==> src/rtl/core/erghd_pkg.sv <==
// Shared types and constants for the engine-run logging gate.
// Holds event codes, configuration register indexes and reset values.
// No dependencies.
package erghd_pkg;

  // Default width of timestamps, in bits
  localparam int unsigned TimeWidthDflt = 48;

  // Microseconds per millisecond for the off-debounce scaling
  localparam int unsigned UsPerMs    = 1000;
  localparam int unsigned MsWidth    = 16;
  localparam int unsigned DbncUsWidth = MsWidth + 10;

  localparam int unsigned MvWidth    = 16;
  localparam int unsigned CountWidth = 4;
  localparam int unsigned CfgAddrWidth = 3;
  localparam int unsigned CfgDataWidth = 16;
  localparam int unsigned OutDataWidth = 8;

  // Configuration reset values
  localparam logic [MvWidth-1:0]    OpenThrRst   = 16'd13200;
  localparam logic [MvWidth-1:0]    HystRst      = 16'd500;
  localparam logic [MsWidth-1:0]    OffDbncRst   = 16'd5000;
  localparam logic                  RpmPresRst   = 1'b0;
  localparam logic [CountWidth-1:0] ConfirmRst   = 4'd3;

  typedef enum logic [1:0] {
    EvNone  = 2'd0,
    EvWait  = 2'd1,
    EvOpen  = 2'd2,
    EvClose = 2'd3
  } event_e;

  typedef enum logic [CfgAddrWidth-1:0] {
    CfgOpenThr  = 3'd0,
    CfgHyst     = 3'd1,
    CfgOffDbnc  = 3'd2,
    CfgRpmPres  = 3'd3,
    CfgConfirm  = 3'd4
  } cfg_idx_e;

  // One result word
  typedef struct packed {
    logic   sweep_fast;
    logic   gate_is_open;
    logic   closed_by_rpm;
    event_e event_res;
  } result_t;

endpackage

==> src/rtl/core/engine_run_gate_hysteresis_debounce_core.sv <==
// Engine-run logging gate: voltage hysteresis, rpm confirmation, off-debounce.
// Depends on erghd_pkg.
//
// Channel   | Dir | Handshake              | Payload
// ----------+-----+------------------------+-------------------------------------
// s_axis    | in  | tvalid / tready        | tdata: evaluation inputs, tuser: action
// m_axis    | out | tvalid / tready        | tdata: event, rpm close, gate, sweep
// cfg       | in  | cfg_valid / cfg_ready  | cfg_addr: register index, cfg_data
//
// Rate: one word per clock while m_axis_tready is high; each input word taken
// passes the input register, then the decision into the result register.
// Reset: rst_ni clears the gate state and loads the configuration defaults.
// Stalls: while a result waits on m_axis_tready, one more input word is held
// in the input register; s_axis_tready drops only when both are full.
// The debounce limit in microseconds is registered from its millisecond
// register, in the cycle after that register is written.
module engine_run_gate_hysteresis_debounce_core
  import erghd_pkg::*;
#(
  parameter int unsigned TIME_WIDTH = TimeWidthDflt,
  localparam int unsigned InDataWidth = ((TIME_WIDTH + 21 + 7) / 8) * 8
) (
  input  logic                    clk_i,
  input  logic                    rst_ni,
  // tdata, low bit up: time_us, volts_valid, volts_mv, rpm_fresh,
  // rpm_says_running, ecu_responding, session_on, zero fill
  input  logic [InDataWidth-1:0]  s_axis_tdata,
  // tuser: action
  input  logic                    s_axis_tuser,
  input  logic                    s_axis_tvalid,
  output logic                    s_axis_tready,
  // tdata, low bit up: event_res[1:0], closed_by_rpm, gate_is_open,
  // sweep_fast, zero fill
  output logic [OutDataWidth-1:0] m_axis_tdata,
  output logic                    m_axis_tvalid,
  input  logic                    m_axis_tready,
  input  logic                    cfg_valid_i,
  output logic                    cfg_ready_o,
  input  logic [CfgAddrWidth-1:0] cfg_addr_i,
  input  logic [CfgDataWidth-1:0] cfg_data_i
);

  // Field positions inside s_axis_tdata
  localparam int unsigned VvPos   = TIME_WIDTH;
  localparam int unsigned MvLo    = TIME_WIDTH + 1;
  localparam int unsigned FrPos   = MvLo + MvWidth;
  localparam int unsigned RunPos  = FrPos + 1;
  localparam int unsigned EcuPos  = FrPos + 2;
  localparam int unsigned SessPos = FrPos + 3;

  // Configuration registers
  logic [MvWidth-1:0]     open_thr_q;
  logic [MvWidth-1:0]     hyst_q;
  logic [MsWidth-1:0]     off_dbnc_q;
  logic                   rpm_pres_q;
  logic [CountWidth-1:0]  confirm_q;
  logic [DbncUsWidth-1:0] dbnc_us_q;

  // Pipeline registers
  logic                   in_valid_q;
  logic                   in_action_q;
  logic [InDataWidth-1:0] in_data_q;
  logic                   out_valid_q;
  result_t                out_q;
  result_t                out_d;

  // Gate state
  logic                   open_q, open_d;
  logic [TIME_WIDTH-1:0]  low_start_q, low_start_d;
  logic [CountWidth-1:0]  wait_cnt_q, wait_cnt_d;

  logic advance;
  logic take_in;

  // Move the decision stage when the result register is free or being drained
  assign advance       = !out_valid_q || m_axis_tready;
  assign s_axis_tready = !in_valid_q || advance;
  assign take_in       = s_axis_tvalid && s_axis_tready;
  assign cfg_ready_o   = 1'b1;

  always_ff @(posedge clk_i or negedge rst_ni) begin
    if (!rst_ni) begin
      open_thr_q <= OpenThrRst;
      hyst_q     <= HystRst;
      off_dbnc_q <= OffDbncRst;
      rpm_pres_q <= RpmPresRst;
      confirm_q  <= ConfirmRst;
    end else if (cfg_valid_i) begin
      case (cfg_addr_i)
        CfgOpenThr: open_thr_q <= cfg_data_i[MvWidth-1:0];
        CfgHyst:    hyst_q     <= cfg_data_i[MvWidth-1:0];
        CfgOffDbnc: off_dbnc_q <= cfg_data_i[MsWidth-1:0];
        CfgRpmPres: rpm_pres_q <= cfg_data_i[0];
        CfgConfirm: confirm_q  <= cfg_data_i[CountWidth-1:0];
        default: ;  // unknown index: drop the write
      endcase
    end
  end

  // Scale the debounce to microseconds off the decision path
  always_ff @(posedge clk_i or negedge rst_ni) begin
    if (!rst_ni) begin
      dbnc_us_q <= DbncUsWidth'(OffDbncRst) * DbncUsWidth'(UsPerMs);
    end else begin
      dbnc_us_q <= DbncUsWidth'(off_dbnc_q) * DbncUsWidth'(UsPerMs);
    end
  end

  // Input register
  always_ff @(posedge clk_i or negedge rst_ni) begin
    if (!rst_ni) begin
      in_valid_q <= 1'b0;
    end else if (s_axis_tready) begin
      in_valid_q <= s_axis_tvalid;
    end
  end

  always_ff @(posedge clk_i) begin
    if (take_in) begin
      in_action_q <= s_axis_tuser;
      in_data_q   <= s_axis_tdata;
    end
  end

  // Decision logic
  logic [TIME_WIDTH-1:0] now;
  logic [MvWidth-1:0]    volts;
  logic                  have_v, fresh, running, ecu, session;
  logic [MvWidth-1:0]    line;
  logic                  volt_ok, rpm_ok, rpm_pos;
  logic [TIME_WIDTH-1:0] elapsed;
  logic                  expired;

  assign now     = in_data_q[TIME_WIDTH-1:0];
  assign have_v  = in_data_q[VvPos];
  assign volts   = in_data_q[MvLo +: MvWidth];
  assign fresh   = in_data_q[FrPos];
  assign running = in_data_q[RunPos];
  assign ecu     = in_data_q[EcuPos];
  assign session = in_data_q[SessPos];

  always_comb begin
    // Lower the line by the hysteresis band while open, floor at zero
    if (!open_q) begin
      line = open_thr_q;
    end else if (hyst_q >= open_thr_q) begin
      line = '0;
    end else begin
      line = open_thr_q - hyst_q;
    end
  end

  assign volt_ok = !have_v || (volts >= line);
  assign rpm_ok  = !fresh || running;
  assign rpm_pos = !rpm_pres_q || (fresh && running);
  assign elapsed = now - low_start_q;
  assign expired = (now >= low_start_q) &&
                   (elapsed > TIME_WIDTH'(dbnc_us_q));

  always_comb begin
    open_d            = open_q;
    low_start_d       = low_start_q;
    wait_cnt_d        = wait_cnt_q;
    out_d.event_res   = EvNone;
    out_d.closed_by_rpm = 1'b0;

    if (in_action_q) begin
      // Force close: clear everything
      open_d      = 1'b0;
      low_start_d = '0;
      wait_cnt_d  = '0;
    end else if (!open_q) begin
      if (ecu && volt_ok && rpm_ok) begin
        if (rpm_pres_q && !fresh && (wait_cnt_q < confirm_q)) begin
          // Stale rpm: wait another pass for a fresh sample
          wait_cnt_d      = wait_cnt_q + 1'b1;
          out_d.event_res = EvWait;
        end else begin
          open_d          = 1'b1;
          low_start_d     = '0;
          wait_cnt_d      = '0;
          out_d.event_res = EvOpen;
        end
      end else if (fresh) begin
        wait_cnt_d = '0;
      end
    end else begin
      wait_cnt_d = '0;
      if (volt_ok && rpm_pos) begin
        low_start_d = '0;
      end else if (volt_ok && rpm_pres_q && !fresh) begin
        // Stale rpm sample: hold the debounce timer
      end else if (low_start_q == '0) begin
        low_start_d = now;
      end else if (expired) begin
        open_d              = 1'b0;
        low_start_d         = '0;
        out_d.closed_by_rpm = !rpm_ok;
        out_d.event_res     = EvClose;
      end
    end

    out_d.gate_is_open = open_d;
    out_d.sweep_fast   = open_d || session;
  end

  // Commit state and result together
  always_ff @(posedge clk_i or negedge rst_ni) begin
    if (!rst_ni) begin
      open_q      <= 1'b0;
      low_start_q <= '0;
      wait_cnt_q  <= '0;
      out_valid_q <= 1'b0;
    end else if (advance) begin
      out_valid_q <= in_valid_q;
      if (in_valid_q) begin
        open_q      <= open_d;
        low_start_q <= low_start_d;
        wait_cnt_q  <= wait_cnt_d;
      end
    end
  end

  always_ff @(posedge clk_i) begin
    if (advance && in_valid_q) begin
      out_q <= out_d;
    end
  end

  assign m_axis_tvalid = out_valid_q;
  assign m_axis_tdata  = OutDataWidth'(out_q);

endmodule

==> config.mk <==
export PLATFORM = sky130hd
export DESIGN_NAME = engine_run_gate_hysteresis_debounce_core
export DESIGN_NICKNAME = d
export VERILOG_FILES = /design/src/rtl/core/erghd_pkg.sv /design/src/rtl/core/engine_run_gate_hysteresis_debounce_core.sv
export SDC_FILE = /design/constraint.sdc
export NUM_CORES = 1
export LEC_CHECK = 0
export ABC_AREA = 1
export ABC_CLOCK_PERIOD_IN_PS = 5300
export CORE_UTILIZATION = 55
export DETAILED_ROUTE_END_ITERATION = 10
export DONT_BUFFER_PORTS = 1
export PLACE_DENSITY = 0.72
export SLEW_MARGIN = 30
export SYNTH_ARGS = -nofsm -noshare
export SYNTH_HDL_FRONTEND = slang
export SYNTH_SLANG_ARGS = --single-unit
==> constraint.sdc <==
create_clock -name clk_i -period 5.3 [get_ports clk_i]
set_input_delay 0.795 -clock clk_i [delete_from_list [all_inputs] [get_ports clk_i]]
set_output_delay 0.795 -clock clk_i [all_outputs]
set_load 0.1 [all_outputs]
After elaboration in Yosys (flattened, before gate mapping)
Index checks and enable logic that the tools add are counted.
{"block": "word_totals", "output_inout_bits": 11, "regBits": 206, "word_cells": 101, "inputBits": 97}
{"block": "classes", "bitwise_logic": 2, "magnitude_cmp": 5, "reduce_logical": 36, "n_mux": 30, "n_eq_ne": 7, "add_sub_neg": 3, "n_mul": 1}
{"operator": "48-bit 2-to-1 mux", "count": 8}
{"operator": "48-bit greater-or-equal comparator", "count": 1}
{"operator": "48-bit by 26-bit greater-than comparator with 1-bit output", "count": 1}
{"operator": "48-bit zero test", "count": 1}
{"operator": "48-bit subtractor", "count": 1}
{"operator": "16-bit greater-or-equal comparator", "count": 2}
{"operator": "16-bit 2-to-1 mux", "count": 2}
{"operator": "16-bit by 7-bit multiplier with 23-bit output, second input constant", "count": 1}
{"operator": "4-bit 2-to-1 mux", "count": 5}
{"operator": "16-bit subtractor", "count": 1}
{"operator": "2-bit 2-to-1 mux", "count": 7}
{"operator": "2-bit AND reduction", "count": 6}
{"operator": "1-bit logical AND", "count": 11}
{"operator": "1-bit 2-to-1 mux", "count": 8}
{"operator": "3-bit by 2-bit == test with 1-bit output, second input constant", "count": 2}
{"operator": "1-bit zero test", "count": 6}
{"operator": "1-bit logical OR", "count": 6}
{"operator": "6-bit AND reduction", "count": 1}
{"operator": "6-bit OR reduction", "count": 1}
{"operator": "5-bit by 2-bit inequality test with 1-bit output, second input constant", "count": 1}
{"operator": "4-bit by 1-bit adder with 4-bit output, second input constant", "count": 1}
{"operator": "4-bit < comparator", "count": 1}
{"operator": "4-bit inequality test, second input constant", "count": 1}
{"operator": "4-bit nonzero test", "count": 1}
{"operator": "7 further kinds", "count": 8}

Longest topological paths before layout
{"block": "logic_depth", "depth_word": 12, "ltp_mapped": 35, "depth_no_buf": 33}

Least setup slack after synthesis
No wires, ideal clock.
{"block": "synth_timing", "path_kind": "register to register", "start": "reg off_dbnc_q[0]", "end": "reg dbnc_us_q[24]", "path_slack_ns": 0.664, "arrival_ns": 4.556, "t_required_ns": 5.220, "path_buffers": 0, "synth_period_minus_slack_ns": 4.636, "setup_ns": 0.080, "path_stages_with_launch": 20, "path_cell_list": "dfrtp_1 -> fa_1 -> inv_1 -> fa_1 -> fa_1 -> inv_1 -> fa_1 -> ha_1 -> a21oi_1 -> nand2_1 -> a21oi_1 -> o21ai_0 -> a21boi_0 -> o21ai_0 -> a21boi_0 -> o21ai_0 -> nand2_1 -> nand2_1 -> a21oi_1 -> xnor2_1"}
{"block": "synth_between", "elab_chain_len": 1}
{"item": "start, declared", "line_no": "engine_run_gate_hysteresis_debounce_core.sv:54", "source": "logic [MsWidth-1:0] off_dbnc_q;"}
{"item": "start signal, assigned", "line_no": "engine_run_gate_hysteresis_debounce_core.sv:85", "source": "off_dbnc_q <= OffDbncRst;"}
{"item": "start signal, assigned", "line_no": "engine_run_gate_hysteresis_debounce_core.sv:92", "source": "CfgOffDbnc: off_dbnc_q <= cfg_data_i[MsWidth-1:0];"}
{"item": "16-bit by 7-bit multiplier with 23-bit output", "line_no": "engine_run_gate_hysteresis_debounce_core.sv:105", "source": "dbnc_us_q <= DbncUsWidth'(off_dbnc_q) * DbncUsWidth'(UsPerMs);"}
{"item": "end signal, assigned", "line_no": "engine_run_gate_hysteresis_debounce_core.sv:103", "source": "dbnc_us_q <= DbncUsWidth'(OffDbncRst) * DbncUsWidth'(UsPerMs);"}
{"item": "end signal, assigned", "line_no": "engine_run_gate_hysteresis_debounce_core.sv:105"}
{"item": "end, declared", "line_no": "engine_run_gate_hysteresis_debounce_core.sv:57", "source": "logic [DbncUsWidth-1:0] dbnc_us_q;"}
No other way between the ends.
A chain may end at the register's enable or synchronous reset.

Worst setup path in the final report
{"block": "layout_timing", "start": "reg off_dbnc_q[2]", "end": "reg dbnc_us_q[24]"}
The elaborated chain is that of the path after synthesis.

==> results.yml <==
outcome:
  status: "finished clean"
worst_setup_path:
  reg2reg_slack_ns: 0.43
  path_cells: "fa_1, inv_1, fa_1, fa_1, inv_1, fa_1, ha_1, a21oi_1, nand2_1, a21oi_2, o21ai_0, a21boi_1, o21ai_0, a21boi_1, o21ai_1, nand2_1, nand2_1, a21oi_1, xnor2_1"
  path_common_cell: "fa_1"
  r2r_end: "dbnc_us_q[24]"
  worst_path_max_delay_cell: "fa_1"
  path_class: "flip-flop to flip-flop"
  slowest_delay_ns: 0.56
  r2r_start: "off_dbnc_q[2]"
  end_kind: "flip-flop"
  cp_data_required_time_ns: 5.76
  cp_data_arrival_time_ns: 5.33
  r2r_cells: 19
  start_kind: "flip-flop"
  cp_max_fo: 7
finish:
  post_route_cells_drive_above_1_share_pct: 6.294
  layout.nets: 2549
  multi_input_area_um2: 9163
  fill_cells: 2751
  final_core_util_pct: 60.66
  area_growth_pct: 8.347
  seqCellArea_um2: 5564
place:
  numPortBuffers: 0
  gp_congestion: 0.9376
  dp_slack_ns: 0.1885
  dpl.hpwl_um: 31910
timing:
  tightest_slew_ns: 0.9660
  max_freq_mhz: 205.3
  min_period_ns: 4.871
  whs_ns: 0.08830
  finalCritPeriodShare_pct: 91.90
  tns_ns: 0
  final-setup-viol-count: 0
  drv_slew: 0
  slew_headroom_pct: 35.44
  grt_setup_unrepaired: "yes"
  finClkSkew_ns: 0.02655
  setup_slack_ns: 0.4290
  hold_viol_final: 0
clock_network:
  ctsHtreeMaxLevel: 1
  insertion_delay_ns: 0.57
  numCtsBuffers: 25
  clkSinkCount: 206
  tritoncts: "yes"
  clock_tree.root_cell: "clkbuf_16"
  clk_pin_slew_worst_paths_ns: 0.06
  cts_buffer_depth: 3
floorplan:
  io_pins: 108
  die_w_um: 175.7
  initial_utilization_pct: 55.99
  core_um2: 29640
  die_area_um2: 30870
  die_y_um: 175.7
  num_rows: 63
global_route:
  grt_pass1_vias: 13360
  overflow: 0
  use_met2_pct: 47.15
  use_met3_pct: 4.610
  busiest_layer: "met2"
  grt_use_met1_pct: 34.52
  antenna_found_initial: 6
  grt_pass1_wl_um: 66060
  grt_usage_pct: 27.13
  grt_max_degree: 105
flow_run:
  cap_violations: 0
power:
  irDropWorstVdd_v: 0.0006097
  power.density_nw_per_um2: 706.3
  power_leakage_nw: 9.580
logic_synthesis:
  syn_avg_cell_area_um2: 7.448
  syn-cell-area_um2: 16590
  yosysWarningCount: 0
  ys_seq_area_share_pct: 33.53
  synth_top_area_cell: "dfrtp_1"
  synthArstFlopShare_pct: 63.59
  yosys-top-cells-area: "dfrtp_1 16%, nand2_1 15%, edfxtp_1 14%"
  syn_inst: 2228
  synth_top_area_share_pct: 15.68
  ys_ff_latch: 206
  ys_types: 50
  synth-main-ff-cell: "dfrtp_1"
  synth-edff-count: 75
drt:
  drc_errors: 0
  avgRoutedWirePerCell_um: 15.50
  routed_via_density: 5.194
  wl_um: 41050
  drt_iter0_drc: 790
  ant_nets: 0
  first_pass_iters: 6
  vias: 13760
min_path:
  hold_path_class: "input pin to async pin"
logic make-up (layout without fill, tap and decap cells):
group           after synthesis  count (layout)  synth area share (%)
other cells                   2               7               0.04526
buf+inv                     493             519                 11.47
flops                       206             206                 33.53
xor+xnor                     57              57                 3.009
fa+ha+maj                   215             215                 18.70
simple gates               1033            1033                 25.93
compound gates              222             222                 7.314
area by class of cell:
cell class                 count  share of cell area, %
multi-input combinational   1531                  50.96
sequential                   206                  30.95
inverter                     459                  9.590
clock buffer                  27                  3.577
tap                          390                  2.714
clock inverter                19                  1.427
timing repair buffer          14                 0.7377
antenna                        3                0.04176
worst max-delay path by stage:
stage	from	endpoint	slack (ns)
2_1_floorplan	off_dbnc_q[0]	dbnc_us_q[24]	0.66
3_3_place_gp	off_dbnc_q[2]	dbnc_us_q[24]	0.31
3_5_place_dp	off_dbnc_q[2]	dbnc_us_q[24]	0.19
4_1_cts	off_dbnc_q[2]	dbnc_us_q[24]	0.16
5_1_grt	hyst_q[6]	low_start_q[29]	-0.02
6_report	off_dbnc_q[2]	dbnc_us_q[24]	0.43
what timing repair did:
action                                  in CTS  in global routing
resized for setup                            0                  9
hold buffers                                 1                  0
buffers inserted                             0                  4
endpoints found under the hold margin      104                  0
endpoints found under the setup margin       0                 56
cells in the mapped netlist (all sizes together), types with 2 or more instances:
cell    number
o21a         3
inv        457
a22oi        5
nand2      678
xnor2       17
clkinv       2
buf         14
a21oi       99
ha         160
nor4        13
clkbuf      20
o21bai       3
and2         2
fa          55
dfrtp      104
edfxtp      75
o221ai       3
nor2       174
o21ai       83
a21o         3
a21boi       3
nor3        14
nand4       29
dfstp       27
o211ai       5
a31oi        6
nand3      112
conb         2
nand3b       7
xor2        40
o31ai        2
layer usage:
metal | vias up | routed length (um)
li1 | 6995 | -
met1 | 6375 | 17800
met2 | 308 | 19810
met5 | - | 57
met4 | 8 | 1153
met3 | 72 | 2228
metrics by stage:
| stage | cell area, um2 | cells | total power [mW] |
|---|---|---|---|
| 2_1_floorplan | 16600 | 2230 | 8.765 |
| 3_3_place_gp | 16980 | 2595 | 10.48 |
| 3_5_place_dp | 16990 | 2595 | 10.69 |
| 4_1_cts | 17920 | 2642 | 12.65 |
| 5_1_grt | 17970 | 2647 | 14.02 |
| 6_report | 17980 | 2649 | 12.70 |
sequential cells by signal (all words and copies together) (netlist names), 4 cells and up:
name          count
open_thr_q       16
wait_cnt_q        4
low_start_q      48
confirm_q         4
off_dbnc_q       16
in_data_q        69
hyst_q           16
dbnc_us_q        23
m_axis_tdata      5
critical path, delay by kind of cell (launching register included):
kind / cells / cell delay, ns
fa+ha+maj: 5 / 2.38
compound gates: 8 / 1.39
flops: 1 / 0.51
simple gates: 3 / 0.23
xor+xnor: 1 / 0.16
buf+inv: 2 / 0.11
placed cells by master, fill, tap and decap left out, types with 40 or more instances in the layout:
cell type    n
dfrtp_1    104
nand3_1    107
o21ai_0     82
a21oi_1     96
inv_1      445
xor2_1      40
edfxtp_1    75
nor2_1     155
nand2_1    662
fa_1        55
ha_1       160
power breakdown:
part	switching, mW	total [mW]	internal, mW
logic	5.18	8.27	3.09
clock network	0.722	1.86	1.14
registers	0.389	2.57	2.18
No activity file was read; power rests on OpenSTA's default activity.
